### src/rtl/core/bqf_pkg.sv
package bqf_pkg;

  localparam int SAMPLE_W = 16;
  localparam int COEF_W   = 32;
  localparam int STATE_W  = 48;
  localparam int DATA_W   = 32;
  localparam int ADDR_W   = 5;
  localparam int IDX_W    = ADDR_W - 2;

  typedef logic signed [SAMPLE_W-1:0] pcm_t;
  typedef logic signed [COEF_W-1:0]   coef_t;
  typedef logic signed [STATE_W-1:0]  state_t;
  typedef logic [IDX_W-1:0]           reg_idx_t;

  // coefficient register map, word index
  localparam reg_idx_t REG_B0 = 3'd0;
  localparam reg_idx_t REG_B1 = 3'd1;
  localparam reg_idx_t REG_B2 = 3'd2;
  localparam reg_idx_t REG_A1 = 3'd3;
  localparam reg_idx_t REG_A2 = 3'd4;

  typedef struct packed {
    coef_t b0;
    coef_t b1;
    coef_t b2;
    coef_t a1;
    coef_t a2;
  } coef_set_t;

endpackage

### src/rtl/core/biquad_iir_filter_top.sv
// Channel   Handshake            Payload           Notes
// -------   ------------------   ---------------   ------------------------------
// in        in_valid / in_stall  sample_in  [15:0] signed PCM, one beat per sample
// out       out_valid/ out_stall sample_out [15:0] signed, saturated, one beat out
// cfg       APB psel/penable     paddr [4:0]       coef b0,b1,b2,a1,a2 at 0x0..0x10
//
// A sample runs through 13 sequencer steps after the idle state takes the beat;
// the next beat is taken only back in idle. The pace is set by the single 32x32
// multiplier, which runs each of the five products in two passes (low 32 and high
// 16 bits of the 48-bit operand), one product issued at steps 0, 2, 4, 6 and 8.
// rst is synchronous: coefficients return to b0 = 1.0, the rest 0, delays cleared.
// in_stall is high for the whole run. A held result parks the sequencer on its last
// step until out_stall drops; no new sample is taken meanwhile.
// A coefficient write clears both delays; a sequencer update in that cycle wins.
module biquad_iir_filter_top #(
  parameter int COEF_FRAC_BITS  = 27,
  parameter int STATE_FRAC_BITS = 20
) (
  input  logic                        clk,
  input  logic                        rst,
  input  logic                        in_valid,
  output logic                        in_stall,
  input  bqf_pkg::pcm_t               sample_in,
  output logic                        out_valid,
  input  logic                        out_stall,
  output bqf_pkg::pcm_t               sample_out,
  input  logic                        psel,
  input  logic                        penable,
  input  logic                        pwrite,
  input  logic [bqf_pkg::ADDR_W-1:0]  paddr,
  input  logic [bqf_pkg::DATA_W-1:0]  pwdata,
  output logic [bqf_pkg::DATA_W-1:0]  prdata,
  output logic                        pready
);
  import bqf_pkg::*;

  coef_set_t coefs;
  logic      cfg_clr;
  logic      mul_issue;
  coef_t     mul_coef;
  state_t    mul_opnd;
  state_t    mul_term;

  // coefficient bank on the APB side
  bqf_regs #(
    .COEF_FRAC_BITS (COEF_FRAC_BITS)
  ) u_regs (
    .clk     (clk),
    .rst     (rst),
    .psel    (psel),
    .penable (penable),
    .pwrite  (pwrite),
    .paddr   (paddr),
    .pwdata  (pwdata),
    .prdata  (prdata),
    .pready  (pready),
    .coefs   (coefs),
    .cfg_clr (cfg_clr)
  );

  // shared multiplier: |coef| x |operand|, rescale toward zero, clamp to 48 bits
  bqf_mul #(
    .COEF_FRAC_BITS (COEF_FRAC_BITS)
  ) u_mul (
    .clk   (clk),
    .rst   (rst),
    .issue (mul_issue),
    .coef  (mul_coef),
    .opnd  (mul_opnd),
    .term  (mul_term)
  );

  // step sequencer, accumulators, delay registers and output register
  bqf_seq #(
    .STATE_FRAC_BITS (STATE_FRAC_BITS)
  ) u_seq (
    .clk        (clk),
    .rst        (rst),
    .in_valid   (in_valid),
    .in_stall   (in_stall),
    .sample_in  (sample_in),
    .out_valid  (out_valid),
    .out_stall  (out_stall),
    .sample_out (sample_out),
    .coefs      (coefs),
    .cfg_clr    (cfg_clr),
    .mul_issue  (mul_issue),
    .mul_coef   (mul_coef),
    .mul_opnd   (mul_opnd),
    .mul_term   (mul_term)
  );

endmodule

### src/rtl/core/bqf_mul.sv
module bqf_mul #(
  parameter int COEF_FRAC_BITS = 27
) (
  input  logic            clk,
  input  logic            rst,
  input  logic            issue,
  input  bqf_pkg::coef_t  coef,
  input  bqf_pkg::state_t opnd,
  output bqf_pkg::state_t term
);
  import bqf_pkg::*;

  localparam int HALF_W = STATE_W - COEF_W;        // upper slice of the operand
  localparam int PROD_W = 2 * COEF_W;
  localparam int SUM_W  = COEF_W + STATE_W;
  localparam logic [SUM_W-1:0] POS_LIM = {{(SUM_W-STATE_W+1){1'b0}}, {(STATE_W-1){1'b1}}};
  localparam logic [SUM_W-1:0] NEG_LIM = POS_LIM + SUM_W'(1);

  logic [COEF_W-1:0]  cm;
  logic [COEF_W-1:0]  vl;
  logic [HALF_W-1:0]  vh;
  logic               sgn_a;
  logic               sgn_b;
  logic               lo_go;
  logic               hi_go;
  logic               comb_go;
  logic [PROD_W-1:0]  prod;
  logic [PROD_W-1:0]  plo;

  logic [COEF_W-1:0]  cmag;
  logic [STATE_W-1:0] vmag;
  logic [COEF_W-1:0]  mul_b;
  logic [PROD_W-1:0]  mul_p;
  logic [SUM_W-1:0]   psum;
  logic [SUM_W-1:0]   pmag;
  logic [STATE_W-1:0] tmag;

  always_comb begin
    cmag  = coef[COEF_W-1] ? COEF_W'(-coef) : COEF_W'(coef);
    vmag  = opnd[STATE_W-1] ? STATE_W'(-opnd) : STATE_W'(opnd);
    mul_b = lo_go ? vl : {{(COEF_W-HALF_W){1'b0}}, vh};
    mul_p = cm * mul_b;
    // hi partial lands 32 bits up; hi product is below 2^STATE_W
    psum  = {prod[STATE_W-1:0], {COEF_W{1'b0}}} + {{(SUM_W-PROD_W){1'b0}}, plo};
    pmag  = psum >> COEF_FRAC_BITS;
    if (sgn_b) begin
      tmag = (pmag > NEG_LIM) ? NEG_LIM[STATE_W-1:0] : pmag[STATE_W-1:0];
    end else begin
      tmag = (pmag > POS_LIM) ? POS_LIM[STATE_W-1:0] : pmag[STATE_W-1:0];
    end
  end

  always_ff @(posedge clk) begin
    if (rst) begin
      lo_go   <= 1'b0;
      hi_go   <= 1'b0;
      comb_go <= 1'b0;
    end else begin
      lo_go   <= issue;
      hi_go   <= lo_go;
      comb_go <= hi_go;
    end

    if (issue) begin
      cm    <= cmag;
      vl    <= vmag[COEF_W-1:0];
      vh    <= vmag[STATE_W-1:COEF_W];
      sgn_a <= coef[COEF_W-1] ^ opnd[STATE_W-1];
    end
    if (lo_go || hi_go) begin
      prod <= mul_p;
    end
    if (hi_go) begin
      plo   <= prod;
      sgn_b <= sgn_a;
    end
    if (comb_go) begin
      term <= sgn_b ? state_t'(-tmag) : state_t'(tmag);
    end
  end

endmodule

### src/rtl/core/bqf_regs.sv
module bqf_regs #(
  parameter int COEF_FRAC_BITS = 27
) (
  input  logic                         clk,
  input  logic                         rst,
  input  logic                         psel,
  input  logic                         penable,
  input  logic                         pwrite,
  input  logic [bqf_pkg::ADDR_W-1:0]   paddr,
  input  logic [bqf_pkg::DATA_W-1:0]   pwdata,
  output logic [bqf_pkg::DATA_W-1:0]   prdata,
  output logic                         pready,
  output bqf_pkg::coef_set_t           coefs,
  output logic                         cfg_clr
);
  import bqf_pkg::*;

  localparam coef_t B0_RESET = coef_t'(1) << COEF_FRAC_BITS;

  reg_idx_t idx;
  logic     wr;
  logic     idx_ok;

  assign pready = 1'b1;
  assign idx    = paddr[ADDR_W-1:2];
  assign wr     = psel && penable && pwrite && pready;
  assign idx_ok = (idx == REG_B0) || (idx == REG_B1) || (idx == REG_B2) ||
                  (idx == REG_A1) || (idx == REG_A2);
  // any coefficient write requests a flush of the delay line
  assign cfg_clr = wr && idx_ok;

  always_comb begin
    unique case (idx)
      REG_B0:  prdata = coefs.b0;
      REG_B1:  prdata = coefs.b1;
      REG_B2:  prdata = coefs.b2;
      REG_A1:  prdata = coefs.a1;
      REG_A2:  prdata = coefs.a2;
      default: prdata = '0;
    endcase
  end

  always_ff @(posedge clk) begin
    if (rst) begin
      coefs.b0 <= B0_RESET;
      coefs.b1 <= '0;
      coefs.b2 <= '0;
      coefs.a1 <= '0;
      coefs.a2 <= '0;
    end else if (wr) begin
      unique case (idx)
        REG_B0:  coefs.b0 <= coef_t'(pwdata);
        REG_B1:  coefs.b1 <= coef_t'(pwdata);
        REG_B2:  coefs.b2 <= coef_t'(pwdata);
        REG_A1:  coefs.a1 <= coef_t'(pwdata);
        REG_A2:  coefs.a2 <= coef_t'(pwdata);
        default: ;
      endcase
    end
  end

endmodule

### src/rtl/core/bqf_seq.sv
module bqf_seq #(
  parameter int STATE_FRAC_BITS = 20
) (
  input  logic                clk,
  input  logic                rst,
  input  logic                in_valid,
  output logic                in_stall,
  input  bqf_pkg::pcm_t       sample_in,
  output logic                out_valid,
  input  logic                out_stall,
  output bqf_pkg::pcm_t       sample_out,
  input  bqf_pkg::coef_set_t  coefs,
  input  logic                cfg_clr,
  output logic                mul_issue,
  output bqf_pkg::coef_t      mul_coef,
  output bqf_pkg::state_t     mul_opnd,
  input  bqf_pkg::state_t     mul_term
);
  import bqf_pkg::*;

  localparam int STEP_W = 4;
  localparam int ACC_W  = STATE_W + 2;

  // issue slots; each term is read in the accumulate slot in the same position below
  localparam logic [STEP_W-1:0] STEP_B0   = 4'd0;
  localparam logic [STEP_W-1:0] STEP_B1   = 4'd2;
  localparam logic [STEP_W-1:0] STEP_B2   = 4'd4;
  localparam logic [STEP_W-1:0] STEP_A1   = 4'd6;
  localparam logic [STEP_W-1:0] STEP_A2   = 4'd8;
  // accumulate slots
  localparam logic [STEP_W-1:0] STEP_Y    = 4'd4;
  localparam logic [STEP_W-1:0] STEP_N1A  = 4'd6;
  localparam logic [STEP_W-1:0] STEP_N2A  = 4'd8;
  localparam logic [STEP_W-1:0] STEP_N1   = 4'd10;
  localparam logic [STEP_W-1:0] STEP_LAST = 4'd12;

  localparam logic signed [ACC_W-1:0] ST_MAX_X = {3'b000, {(STATE_W-1){1'b1}}};
  localparam logic signed [ACC_W-1:0] ST_MIN_X = {3'b111, {(STATE_W-1){1'b0}}};

  typedef enum logic {S_IDLE, S_RUN} seq_state_t;

  seq_state_t         state;
  logic [STEP_W-1:0]  step;
  state_t             xs;
  state_t             y;
  state_t             d1;
  state_t             d2;
  logic signed [ACC_W-1:0] acc1;
  state_t             acc2;

  logic signed [ACC_W-1:0] term_x;
  logic signed [ACC_W-1:0] y_sum;
  logic signed [ACC_W-1:0] n1a_sum;
  logic signed [ACC_W-1:0] n1_sum;
  logic signed [ACC_W-1:0] n2_sum;
  logic [STATE_W-1:0] yabs;
  logic [STATE_W-1:0] ysh;
  pcm_t               yout;
  logic               out_load;

  function automatic state_t sat_st(input logic signed [ACC_W-1:0] s);
    if (s > ST_MAX_X) begin
      return ST_MAX_X[STATE_W-1:0];
    end else if (s < ST_MIN_X) begin
      return ST_MIN_X[STATE_W-1:0];
    end else begin
      return s[STATE_W-1:0];
    end
  endfunction

  assign in_stall = (state != S_IDLE);
  // new result goes into the output register this edge
  assign out_load = (state == S_RUN) && (step == STEP_LAST) && (!out_valid || !out_stall);

  always_comb begin
    mul_issue = 1'b0;
    mul_coef  = coefs.b0;
    mul_opnd  = xs;
    if (state == S_RUN) begin
      case (step)
        STEP_B0: begin
          mul_issue = 1'b1;
        end
        STEP_B1: begin
          mul_issue = 1'b1;
          mul_coef  = coefs.b1;
        end
        STEP_B2: begin
          mul_issue = 1'b1;
          mul_coef  = coefs.b2;
        end
        STEP_A1: begin
          mul_issue = 1'b1;
          mul_coef  = coefs.a1;
          mul_opnd  = y;
        end
        STEP_A2: begin
          mul_issue = 1'b1;
          mul_coef  = coefs.a2;
          mul_opnd  = y;
        end
        default: ;
      endcase
    end
  end

  always_comb begin
    term_x  = {{2{mul_term[STATE_W-1]}}, mul_term};
    y_sum   = term_x + {{2{d1[STATE_W-1]}}, d1};
    n1a_sum = term_x + {{2{d2[STATE_W-1]}}, d2};
    n1_sum  = acc1 - term_x;
    n2_sum  = {{2{acc2[STATE_W-1]}}, acc2} - term_x;

    // integer part toward zero, clamped to the sample range
    yabs = y[STATE_W-1] ? STATE_W'(-y) : STATE_W'(y);
    ysh  = yabs >> STATE_FRAC_BITS;
    if (y[STATE_W-1]) begin
      yout = (ysh > STATE_W'(32768)) ? pcm_t'(16'h8000) : pcm_t'(-ysh[SAMPLE_W-1:0]);
    end else begin
      yout = (ysh > STATE_W'(32767)) ? pcm_t'(16'h7fff) : pcm_t'(ysh[SAMPLE_W-1:0]);
    end
  end

  always_ff @(posedge clk) begin
    if (rst) begin
      state     <= S_IDLE;
      step      <= '0;
      out_valid <= 1'b0;
      d1        <= '0;
      d2        <= '0;
    end else begin
      if (out_valid && !out_stall && !out_load) begin
        out_valid <= 1'b0;
      end
      if (cfg_clr) begin
        d1 <= '0;
        d2 <= '0;
      end

      unique case (state)
        S_IDLE: begin
          if (in_valid) begin
            xs    <= STATE_W'(sample_in) <<< STATE_FRAC_BITS;
            step  <= '0;
            state <= S_RUN;
          end
        end
        S_RUN: begin
          case (step)
            STEP_Y:   y    <= sat_st(y_sum);
            STEP_N1A: acc1 <= n1a_sum;
            STEP_N2A: acc2 <= mul_term;
            STEP_N1:  d1   <= sat_st(n1_sum);
            default: ;
          endcase
          if (step != STEP_LAST) begin
            step <= step + STEP_W'(1);
          end else if (!out_valid || !out_stall) begin
            d2         <= sat_st(n2_sum);
            sample_out <= yout;
            out_valid  <= 1'b1;
            state      <= S_IDLE;
          end
        end
        default: state <= S_IDLE;
      endcase
    end
  end

endmodule

### config.mk
export PLATFORM = sky130hd
export DESIGN_NAME = biquad_iir_filter_top
export DESIGN_NICKNAME = d
export VERILOG_FILES = /design/src/rtl/core/bqf_pkg.sv /design/src/rtl/core/biquad_iir_filter_top.sv /design/src/rtl/core/bqf_mul.sv /design/src/rtl/core/bqf_regs.sv /design/src/rtl/core/bqf_seq.sv
export SDC_FILE = /design/constraint.sdc
export NUM_CORES = 2
export LEC_CHECK = 0
export BUFFER_PORTS_ARGS = -buffer_cell sky130_fd_sc_hd__buf_2
export CAP_MARGIN = 20
export CORE_ASPECT_RATIO = 0.9
export CORE_UTILIZATION = 60
export DETAILED_ROUTE_END_ITERATION = 16
export GPL_ROUTABILITY_DRIVEN = 0
export PLACE_DENSITY_LB_ADDON = 0.1
export RECOVER_POWER = 25
export SYNTH_ARGS = -nofsm -noshare
export SYNTH_HDL_FRONTEND = slang
export SYNTH_SLANG_ARGS = --single-unit
### constraint.sdc
create_clock -name clk -period 21.3 [get_ports clk]
set_input_delay 2.13 -clock clk [delete_from_list [all_inputs] [get_ports clk]]
set_output_delay 2.13 -clock clk [all_outputs]
set_load 0.005 [all_outputs]
; ---- After elaboration in Yosys (flattened, before gate mapping)
; Index checks and enable logic that the tools add are counted.
[op_classes]
addsub = 11
multipliers = 1
order_cmp = 10
eq_ne = 13
n_mux = 41
bitwise_logic = 4
reduce_logical = 31
[ops]
columns = operator, n
row1 = $mux W48, 19
row2 = $pmux W32 S5, 1
row3 = $gt A50 B48 Y1 const B, 3
row4 = $lt A50 B48 Y1 const B, 3
row5 = $neg A48 Y48, 3
row6 = $pmux W32 S4, 1
row7 = $add A48 B48 Y49, 2
row8 = $add A80 B64 Y80, 1
row9 = $mul A32 B32 Y64, 1
row10 = $mux W32, 2
row11 = $gt A53 B47 Y1 const B, 1
row12 = $gt A53 B48 Y1 const B, 1
row13 = $sub A50 B48 Y50, 1
row14 = $sub A48 B48 Y49, 1
row15 = $mux W16, 3
row16 = $mux W47, 1
row17 = $neg A32 Y32, 1
row18 = $mux W31, 1
row19 = $gt A28 B15 Y1 const B, 1
row20 = $gt A28 B16 Y1 const B, 1
row21 = $neg A16 Y16, 1
row22 = $eq A4 B4 Y1 const B, 3
row23 = $reduce_and A2 Y1, 6
row24 = $reduce_and A3 Y1, 4
row25 = 22 further kinds, 49
[totals]
register_bits = 701
inputBits = 60
output_inout_bits = 51
word_cells = 139

; ---- Logic depth before layout (Yosys ltp)
[depth]
depth_word = 10
depth_mapped = 35

; ---- Modules after synthesis
; A second synthesis with hierarchy kept.
[hier_totals]
hier_cells = 8343
hier_area_um2 = 76773.6
[by_module_without_submodules]
columns = module, n_inst, cells_per_inst, area_each_um2, seq_area_each_um2
row1 = bqf_mul, 1, 4942, 46742.3, 6996.7
row2 = bqf_seq, 1, 2679, 22651.7, 7357.1
row3 = bqf_regs, 1, 722, 7379.6, 3203.1

; ---- Worst setup path after synthesis
; Ideal clock, no wire load.
[synth_timing]
path_kind = register -> register
from = register u_mul.lo_go
to = register u_mul.prod[62], data pin
setup_time_ps = 266
arrival_ps = 8282
required_time_ps = 21034
path_slack_ps = 12752
path_stages_with_launch = 33
path_buffers = 3
period_less_slack_ps = 8548
cell_sequence = dfxtp_1 -> clkbuf_1 -> clkbuf_1 -> mux2_2 -> clkbuf_1 -> and2_1 -> fa_1 -> fa_1 -> fa_1 -> inv_1 -> fa_1 -> inv_1 -> fa_1 -> inv_1 -> fa_1 -> inv_1 -> fa_1 -> inv_1 -> fa_1 -> inv_1 -> ha_1 -> nand4_1 -> nor3_1 -> a222oi_1 -> a2111oi_0 -> o211ai_1 -> a21o_1 -> a311oi_1 -> nand2_1 -> nand2_1 -> a41o_1 -> o41ai_1 -> xnor2_1
[synth_between]
elab_chain_len = 2
[synth_lines]
columns = element, line_no
row1 = from (decl), bqf_mul.sv:24  ; logic lo_go;
row2 = from (signal assigned), bqf_mul.sv:59  ; lo_go <= issue;
row3 = $mux W32, bqf_mul.sv:41  ; mul_b = lo_go ? vl : {{(COEF_W-HALF_W){1'b0}}, vh};
row4 = $mul A32 B32 Y64, bqf_mul.sv:42  ; mul_p = cm * mul_b;
row5 = via u_mul.mul_p[62], bqf_mul.sv:33  ; logic [PROD_W-1:0] mul_p;
row6 = to (signal assigned), bqf_mul.sv:71  ; prod <= mul_p;
row7 = to (decl), bqf_mul.sv:27  ; logic [PROD_W-1:0] prod;
; The timed path passes the listed nets, and every way through them passes these cells.
; A chain may end at the register's enable or synchronous reset.

; ---- Final worst setup path
[layout_timing]
from = register u_mul.lo_go
to = register u_mul.prod[63], data pin
; The elaborated chain is that of the path after synthesis.

==> metrics.txt <==
Vias per Instance between 6 and 7; vias in the first global route ~60000; failing checks capacitance limit, slew limit; worst-skew pair later-pin latency 0.69 ns; final slew viol count 361; Avg WL per Cell 22.5 µm; initial core utilization 60.7%; sequential share of the synthesized area between 20% and 30%; largest area contributor in the netlist fa_1; # hold bufs at CTS 0; Post-Syn Area around 0.076 mm²; CP max-delay cell dfxtp_1; HP Class flip-flop to flip-flop; Critical Path Most Common Cell fa_1; ratio of cells with drive above 1 in the final layout 5.56%; # rows 123; synthesized area per cell 9.01 µm²; Filler cells approximately 11000; die area 0.128 mm²; crit path time final 13.17 ns; Lkg Pwr around 36 nW; DP Cell Count 9839; Non-Filler Instances about 10000; CP startpoint kind flip-flop; worst-margin pin slew between 5 and 6 ns; Area contributors post-synth fa_1 24%, edfxtp_1 16%, ha_1 8.2%; Reg area 0.0176 mm²; Die Y between 300 and 400 µm; Ys Warns 0; CTS-repair resized insts 0; area growth from synthesis to layout 5.75%; Layout Nets 9692; CP Capture Type flip-flop; DRT iter0 DRCs about 6100; GRT overflow 0; maxcap violations 7; cell count after synthesis 8433; H-tree depth 3; core area 0.125 mm²; Slew headroom -259%; Syn Nets approximately 9900; Final Skew 0.0518 ns; post-route antenna net violation count 0; Hold Violations, Final 0; Synth Flop Type edfxtp_1; Setup CP Type flip-flop to flip-flop; DR vias 62187; fmax 0.0759 GHz; post-synth top area share 23.7%; worst path arrival time 13.62 ns; final wirelength 225000 µm; crit share post-route 61.8%; Root Driver clkbuf_16; I/O Pins 111; Overall Global Routing Usage a little over a third; worst-case clock buffer depth 3; Post-synth EDFFs 408; post-CTS setup buffer count 0; initial antenna violation count 12; FFs w/ async S/R, synth 0%; P per Cell Area 117 mW/mm²; Setup Total Neg Slack 0 ns; area of the multi-input gates 0.0528 mm²; largest vdd supply drop ~0.00028 V; TritonCTS Buffers 76; final setup fails 0; DRT Pass-1 Iters 6; first-pass GRT wire length 353000 µm; DP HPWL 163000 µm; Crit path required time 21.74 ns; Synth cell types 109; CTS tree done; outcome finished with violations; Post-route DRC 0; Die W 377 µm; CTS sink cnt 673; Yosys reg bits 673; clk slew on worst S/H paths 0.07 ns; Port-buffer cells approximately 110; unrepaired setup endpoints after global routing false; largest net degree at the start of global routing 111; max incr delay on CP 2.37 ns; critical path peak fanout 94
cell usage in the layout (no fill, tap or decap), types with 242 or more instances in the layout:
cell / synthesis / final
nand2_1: 1106 / 1105
edfxtp_1: 408 / 408
dfxtp_1: 265 / 264
and2_1: 325 / 322
a21oi_1: 578 / 575
and3_1: 320 / 318
fa_1: 901 / 901
ha_1: 496 / 496
o21ai_0: 243 / 242
inv_1: 1057 / 1057
nor2_1: 333 / 325
path summary, 6_finish.rpt:
| path | startpoint | end | slack, ns | depth (start not counted) |
|---|---|---|---|---|
| worst min register to register | u_mul.prod[56] | u_mul.plo[56] | 0.42 | 0 |
| worst min-delay path | u_mul.prod[56] | u_mul.plo[56] | 0.42 | 0 |
| worst max register to register | u_mul.lo_go | u_mul.prod[63] | 8.13 | 31 |
| worst max-delay path | u_mul.lo_go | u_mul.prod[63] | 8.13 | 31 |
per-layer routing:
| layer | vias to the layer above | global-route usage, % | wire length [µm] |
|---|---|---|---|
| li1 | 27973 | - | - |
| met1 | 30677 | 51.4 | 96200 |
| met2 | 3066 | 51.9 | 96300 |
| met3 | 463 | 8.45 | 24900 |
| met4 | 8 | 12.5 | 7740 |
| met5 | - | 0 | 58 |
final cells by class:
type                    instances  area share (%)
clock buffers                 100            2.60
flip-flops and latches        673            21.8
repair buffers                210            1.70
well taps                    1687            2.63
multi-input cells            6217            65.6
clock inverters                38           0.588
inverters                    1057            4.94
diodes                         23          0.0716
state kept, by name, indices dropped and copies added (netlist names), 32 cells and up:
| register | count |
|---|---|
| u_seq.acc1 | 49 |
| u_seq.d1 | 48 |
| u_seq.y | 48 |
| u_mul.term | 48 |
| u_regs.coefs | 160 |
| u_seq.acc2 | 48 |
| u_mul.vl | 32 |
| u_mul.prod | 64 |
| u_seq.d2 | 48 |
| u_mul.plo | 37 |
| u_mul.cm | 32 |
metrics by stage:
step	utilization, %	worst slack (ns)	total power, W	instance area, µm²	hold WS (ns)
6_report	64.2	8.13	0.00943	80400	0.418
2_1_floorplan	-	12.75	0.00604	76000	0.400
3_3_place_gp	62.0	10.12	0.00788	77700	0.406
4_1_cts	64.1	9.92	0.00934	80300	0.420
3_5_place_dp	62.0	9.95	0.00786	77700	0.406
5_1_grt	64.1	7.48	0.0101	80300	0.424
cells in the mapped netlist, types with 28 or more instances:
cell and count:
a211oi_1 70, and3_1 320, inv_1 1057, mux2_2 49, nand4_1 58, xnor2_1 218
o211ai_1 36, nor3_1 92, nand3_1 91, xor2_1 127, and2_1 325, a221oi_1 35
clkbuf_1 431, a21oi_1 578, fa_1 901, a21o_1 149, dfxtp_1 265, or3_1 35
nor2b_1 94, nand2_1 1106, o21a_1 63, a22oi_1 108, a221o_1 28, nand2b_1 64
o22ai_1 56, o21ai_0 243, nor2_1 333, ha_1 496, mux2i_1 42, edfxtp_1 408
o21bai_1 34, maj3_1 50, a31oi_1 50
critical path, delay by kind of cell, from the launching register on:
family                     cells  cell delay [ns]
DFF                            1             2.37
and+or+nand+nor                5             1.68
buffers and inverters          7             1.95
AOI/OAI and AO/OA              9             2.24
xor gates and xnor gates       1             0.15
adders and majority gates      9             4.34
report_power, final:
part           leakage [nW]  internal (W)  switching, W  total, W
logic                  28.7       0.00236       0.00390   0.00626
registers              5.89       0.00170      0.000113   0.00181
clock network          1.25      0.000776      0.000581   0.00136
total                  35.9       0.00484       0.00459   0.00943
cells by family after synthesis:
family | synth area share [%]
AND/OR/NAND/NOR | 17.2
AO/OA/AOI/OAI | 14.2
buffers and inverters | 7.73
adder cells (fa/ha/maj) | 32.6
flip-flops | 23.1
XOR/XNOR | 3.98
multiplexers | 1.31
other | 0.00493
Power figures use the tool's default switching activity.
